[src/hw/rtl/smalu_ram.sv]
// generic single-port-write, one-read synchronous ram, registered read
// no dependencies
module smalu_ram #(
	parameter int Width = 8,
	parameter int Depth = 16
) (
	input  logic                     clk,
	input  logic                     we,
	input  logic [$clog2(Depth)-1:0] waddr,
	input  logic [Width-1:0]         wdata,
	input  logic [$clog2(Depth)-1:0] raddr,
	output logic [Width-1:0]         rdata
);
	logic [Width-1:0] mem [Depth];
	always_ff @(posedge clk) begin
		if (we) begin
			mem[waddr] <= wdata;
		end
		rdata <= mem[raddr];
	end
endmodule

[config.mk]
export PLATFORM = sky130hd
export DESIGN_NAME = smalu_ram
export DESIGN_NICKNAME = d
export VERILOG_FILES = /design/src/hw/rtl/smalu_ram.sv
export SDC_FILE = /design/constraint.sdc
export NUM_CORES = 1
export LEC_CHECK = 0
export ABC_AREA = 0
export BUFFER_PORTS_ARGS = -buffer_cell sky130_fd_sc_hd__buf_2
export CORE_UTILIZATION = 32
export DETAILED_ROUTE_END_ITERATION = 8
export PLACE_DENSITY = 0.51
export REMOVE_ABC_BUFFERS = 1
export SYNTH_ARGS = -nofsm -noshare
export SYNTH_HDL_FRONTEND = slang
export SYNTH_SLANG_ARGS = --single-unit
[constraint.sdc]
create_clock -name clk -period 2.9 [get_ports clk]
set_clock_uncertainty 0.2 [all_clocks]
set_input_delay 0.145 -clock clk [delete_from_list [all_inputs] [get_ports clk]]
set_output_delay 0.145 -clock clk [all_outputs]
set_load 0.01 [all_outputs]
After elaboration in Yosys (flattened, before gate mapping)
Memories as Yosys holds them, arrays and structs flattened. A register that Yosys moved wholly into a read port is not among the register bits.
Index checks and enable logic that the tools add are counted.

cells by class
  $add $sub $neg = 0
  $mul = 0
  div/mod/pow operators = 0
  magnitude comparators = 0
  equal/unequal tests = 0
  shifts and indexed selects = 0
  multiplexer cells = 2
  bitwise logic cells = 0
  reduce and logical (&&, ||, !) cells = 0

operators by type and width
  cell               number
  1-bit two-way mux  2

storage, ports and cells
  register bits after elaboration = 0
  latch bits = 0
  bits in writable memories = 128
  ROM bits = 0
  bits of input ports = 18
  output and inout bits = 8
  word-level logic and storage cells = 3
  memories kept = 1

memory list
  memory  depth  width  rd ports  clocked after memory_dff  wr ports  RTL line  RTL
  mem     16     8      1         1                         1         14        logic [Width-1:0] mem [Depth];

Longest topological paths before layout
Gate-level depths: netlist (run 1).

  depth after elaboration = 2
  gate-level depth with buffers = 5

Least setup slack after synthesis (run 1)
OpenSTA, ideal clock, no wires.

  path type = input to register
  from = in waddr[2]
  to = mem mem[0][0] (enable)
  data arrival time = 1,255 ps
  data required time = 2,317 ps
  slack = 1,062 ps
  stages = 2
  buffers on the path = 0
  cells stage by stage = or3b_2 -> nor3_1

RTL lines
  what                RTL line  RTL
  start: declaration  9         input logic [$clog2(Depth)-1:0] waddr,
  end: declaration    14

Straight into the memory's write port.

Worst setup path in the final report (run 1)
  from = in waddr[0]
  to = mem mem[0][1] (enable)

Straight into the memory's write port.

==> results of run 1 <==
[placed cells by master, fill, tap and decap left out, drive strengths merged]
| cell | synthesis | routed |
|---|---|---|
| nor2 | 13 | 13 |
| clkinvlp | 0 | 2 |
| bufinv | 0 | 1 |
| a22oi | 16 | 16 |
| nand2b | 2 | 2 |
| nand3b | 2 | 2 |
| mux4 | 32 | 32 |
| and2b | 1 | 1 |
| nand3 | 1 | 1 |
| clkbuf | 0 | 25 |
| dlygate4sd3 | 0 | 10 |
| and2 | 1 | 1 |
| buf | 7 | 44 |
| nor2b | 1 | 1 |
| nor3 | 4 | 4 |
| clkinv | 0 | 4 |
| nand2 | 9 | 9 |
| or3b | 1 | 1 |
| edfxtp | 128 | 128 |
| dfxtp | 8 | 8 |
[logic make-up after synthesis]
logic type / Yosys count
AO/OA/AOI/OAI: 16
flip-flops: 136
multiplexers: 32
AND/OR/NAND/NOR: 35
buffers and inverters: 10
[worst max path at each step]
stage | start | end | slack [ns]
finish | waddr[0] | mem[0][1]$_DFFE_PP_ | 1.12
global route | waddr[0] | mem[2][2]$_DFFE_PP_ | 0.99
CTS | waddr[0] | mem[2][0]$_DFFE_PP_ | 1.09
detailed placement | raddr[1] | rdata[7]$_DFF_P_ | 0.87
global placement | raddr[1] | rdata[7]$_DFF_P_ | 0.86
floorplan | waddr[2] | mem[0][0]$_DFFE_PP_ | 1.06
[sequential cells by signal, summed over array words and instances (netlist names)]
signal and count:
mem 128, rdata 8
[timing repair]
action | 4_1_cts | 5_1_grt
endpoints found under the setup margin | 0 | 0
hold buffers | 10 | 0
endpoints found under the hold margin | 130 | 0
[final cells by class]
class                      instances  area [µm²]  share of cell area
timing repair buffer              54         380              0.0608
tap                              211         264              0.0422
clock buffer                      25         485              0.0776
multi-input combinational         83        1060               0.169
sequential                       136        4000               0.640
clock inverter                     7        68.8              0.0110
[metal layers]
layer  wire length, µm  GRT usage  up-vias  share of wire
met5                 0          0        -              0
met4               161     0.0644        0          0.015
met3               567     0.0383       14          0.054
met2              4880      0.212       78           0.47
met1              4840      0.186     1248           0.46
li1                  -          -     1101              -
[worst max-delay path, stage by stage]
cell	delay, ns
dlygate4sd3_1	0.52
buf_2	0.16
nor3_1	0.23
dlygate4sd3_1	0.65
[report_power, final]
part	internal [W]	total, W	switching [W]
registers	0.00220	0.00221	0.0000146
logic	0.0000950	0.000218	0.000123
clock network	0.00124	0.00199	0.000751
[through the flow]
stage	instance area [µm²]	total power, W	setup slack [ns]	hold slack [ns]
after floorplan	5060	0.00234	1.06	0.0439
after CTS	6260	0.00447	1.09	0.0783
after global routing	6260	0.00456	0.990	0.121
after detailed placement	5610	0.00247	0.867	0.347
final	6260	0.00442	1.12	0.0863
after global placement	5610	0.00246	0.860	0.344
==> flow_summary.toml, run 1 <==
[routing]
drt_pre_antenna_iters = 4
dr.first_iter.drc_count = 186
vias = 2441
wl_um = 10400
drt-wirelength-per-cell_um = 20.2
via_per_inst = 4.73
ant_nets = 0
drc = 0

[grt]
grt_pass1_wl_um = 15700
grt_pass1_vias = 2591
antenna_found_initial = 0
gr-total-overflow = 0
track_usage = 0.139
grt_max_degree = 28

[sta]
slew_violations = 0
fmax_mhz = 560
setup_viol = 0
rsz0062_at_grt = "no"
worst_pin_slew_ns = 0.802
period_needed_ns = 1.78
fin_setup_tns_ns = 0
hold_viol = 0
slew_headroom = 0.464
post-route-period-util = 0.615

[power]
power.density_nw_per_um2 = 707
ir_worst_vdd_mv = 0.323
power_leakage_nw = 2.11

[die]
ios = 26
dieArea_um2 = 16600
rows = 45
die_w_um = 129
core_um2 = 15400
initial_core_util = 0.334
die_height_um = 129

[min_path]
min_to = "rdata[3]$_DFF_P_"
hold_path_depth = 4
hp-class = "primary input to register"
min_from = "raddr[2]"

[yosys]
ys_warn_count = 0
synth.mux.area_fraction = 0.150
synth_xor_xnor_area_share = 0
ys_ff_latch = 136
synth_common_cells = "edfxtp_1, mux4_2, a22oi_1"
synthTopCellsByArea = "edfxtp_1, mux4_2, mux4_1"
synth_compound_area_frac = 0.0233
synthSimpleGateAreaFrac = 0.0318
seq_area_frac_synth = 0.778
synth-async-reset-ratio = 0
synth_edf_count = 128
synth.most_common_cell = "edfxtp_1"
synthFlopType = "edfxtp_1"
synth_top_area_share = 0.747
synth_top_family_by_area = "multiplexers"
synthAdderAreaFrac = 0
ys_types = 19
netlist_area_um2 = 5150
synthCells = 229
yosysTopAreaCell = "edfxtp_1"
avgSynthCellArea_um2 = 22.5

[place]
hpwlAfterDp_um = 6820
port_buffers = 25
dp_cells = 474
gp_congestion = 0.768

[clock_tree]
cts_tree = "yes"
cts_max_path_buffers = 2
cts_max_level = 4
clk_latency_ns = 0.41
numCtsBuffers = 17
cts.clk_slew.worst_paths_ns = 0.06
cts-root-buf = "clkbuf_16"
cts_sinks = 136
cts_resized = 0
postCtsSetupRepairBufs = 0

[finish]
syn_to_final_growth_pct = 21.6
fill_cells = 1414
diodes = 0
fin_util = 0.406
final_layout_size_suffix_gt1_frac = 0.295
layoutNonFillerInstCount = 516
finalNetCount = 310

[critical_path]
timing.rr.end = "rdata[4]$_DFF_P_"
r2r-start = "mem[3][4]$_DFFE_PP_"
path_max_fanout = 7
reg2reg_slack_ns = 1.28
start_kind = "primary input"
critPathRequiredTime_ns = 2.82
endpoint_kind = "register"
r2r_cells = 3
path_class = "primary input to register"
worstPathArrival_ns = 1.70

[job]
maxCapViolCount = 0

[run_status]
status = "completed"
No activity file was read; power rests on OpenSTA's default activity.
==> run 2, diff against run 1 <==
Clock period 2.9 ns to 1.9 ns, I/O delays scaled along.
==> run 2 against run 1 <==
Clock-buffer cell count up 3. Critical path depth down 1. First-iteration DRC count down 2.2%. Final area up 2.5%. Global-route usage down 0.22 points. Clock power up 62%. Sequential power up 52%. Sequential cell count unchanged. Register-to-register slack worse by 0.98 ns. Routed wire length down 2.2%. Via count up 2.5%.
==> flow_summary.toml, run 2 (synthesis results as in run 1) <==
[die]
core_um2 = 15400
initial_core_util = 0.334
ios = 26
die_w_um = 129
die_height_um = 129
dieArea_um2 = 16600
rows = 45

[critical_path]
path_class = "register to register"
worstPathArrival_ns = 1.70
critPathRequiredTime_ns = 1.99
r2r-start = "mem[1][0]$_DFFE_PP_"
endpoint_kind = "register"
crit_path_start = "mem[1][0]$_DFFE_PP_"
path_max_fanout = 1
start_kind = "register"

[sta]
worst_slack_ns = 0.297
period_needed_ns = 1.60
slew_violations = 0
fmax_mhz = 624
worst_pin_slew_ns = 0.405
fin_setup_tns_ns = 0
setup_viol = 0
post-route-period-util = 0.844
rsz0062_at_grt = "no"
hold_viol = 0
whs_ns = 0.0314
slew_headroom = 0.728

[clock_tree]
cts_max_level = 4
numCtsBuffers = 17
cts_sinks = 136
cts_max_path_buffers = 2
cts-root-buf = "clkbuf_16"
cts_tree = "yes"
clk_latency_ns = 0.41
cts_resized = 0
cts.clk_slew.worst_paths_ns = 0.05

[routing]
via_per_inst = 4.76
drt_pre_antenna_iters = 4
dr.first_iter.drc_count = 182
drt-wirelength-per-cell_um = 19.4
wl_um = 10200
ant_nets = 0
vias = 2502
drc = 0

[finish]
diodes = 0
syn_to_final_growth_pct = 24.6
layoutNonFillerInstCount = 526
top_regs = "mem (128), rdata (8)"
largest-register = "mem"
finalNetCount = 320
final_layout_size_suffix_gt1_frac = 0.330
layout_commonest_cell = "edfxtp_1"
largest_register_ffs = 128
fin_util = 0.416
mostFrequentLayoutCells = "edfxtp_1, buf_4, buf_2, clkbuf_16, mux4_2"

[min_path]
hp-class = "primary input to register"
min_from = "waddr[0]"

[place]
gp_congestion = 0.714
dp_cells = 485
preCtsSetupSlack_ns = 0.155
port_buffers = 25
hpwlAfterDp_um = 6610

[grt]
track_usage = 0.137
grt_pass1_wl_um = 15600
grt_pass1_vias = 2601
grt_max_degree = 31
antenna_found_initial = 0
gr-total-overflow = 0

[power]
ir_worst_vdd_mv = 0.827
power.density_nw_per_um2 = 1080
power_leakage_nw = 2.21

[job]
maxCapViolCount = 0

[run_status]
status = "completed"
run 2: cell types whose count changed in the layout (fill, tap and decap cells not counted), sizes merged:
cell	previous run	this run
bufinv	1	0
clkinv	4	3
buf	44	55
dlygate4sd3	10	9
clkbuf	25	28
clkinvlp	2	1
run 2: worst max-delay path, stage by stage, from the launching register on:
cell	delay, ns
edfxtp_1	0.35
mux4_1	0.50
a22oi_1	0.32
nand2_1	0.11
run 2: per-stage QoR:
stage | power (W) | cell area (µm²)
final | 0.00696 | 6420
after global routing | 0.00720 | 6420
after CTS | 0.00703 | 6420
after detailed placement | 0.00378 | 5710
after global placement | 0.00378 | 5710
after floorplan | 0.00357 | 5060
run 2: layout make-up:
| type | instances | area [µm²] |
|---|---|---|
| fill | 1382 | 9010 |
| tap | 211 | 264 |
| multi-input combinational | 83 | 1060 |
| sequential | 136 | 4000 |
| timing repair buffer | 64 | 478 |
| clock buffer | 28 | 591 |
| clock inverter | 4 | 22.5 |
run 2: path summary, 6_finish.rpt:
path | slack (ns) | end | cells after the start
worst min register to register | 0.46 | rdata[4]$_DFF_P_ | 3
worst max-delay path | 0.30 | rdata[0]$_DFF_P_ | 3
worst max register to register | 0.30 | rdata[0]$_DFF_P_ | 3
worst min-delay path | 0.03 | mem[0][0]$_DFFE_PP_ | 3
run 2: power by group:
part | internal [W] | switching (W) | leakage [nW]
registers | 0.00336 | 0.0000175 | 1.22
logic | 0.000160 | 0.000193 | 0.679
clock network | 0.00211 | 0.00113 | 0.304
run 2: repair_timing:
action	4_1_cts	5_1_grt
endpoints found under the hold margin	129	0
setup buffers	0	0
hold buffers	9	0
run 2: routing by layer:
| metal | wire (µm) | part of all wire | GRT usage | vias to the layer above |
|---|---|---|---|---|
| li1 | - | - | - | 1118 |
| met1 | 4770 | 0.47 | 0.182 | 1294 |
| met2 | 4810 | 0.47 | 0.211 | 75 |
| met3 | 511 | 0.050 | 0.0441 | 15 |
| met4 | 124 | 0.012 | 0.0519 | 0 |
| met5 | 0 | 0 | 0 | - |
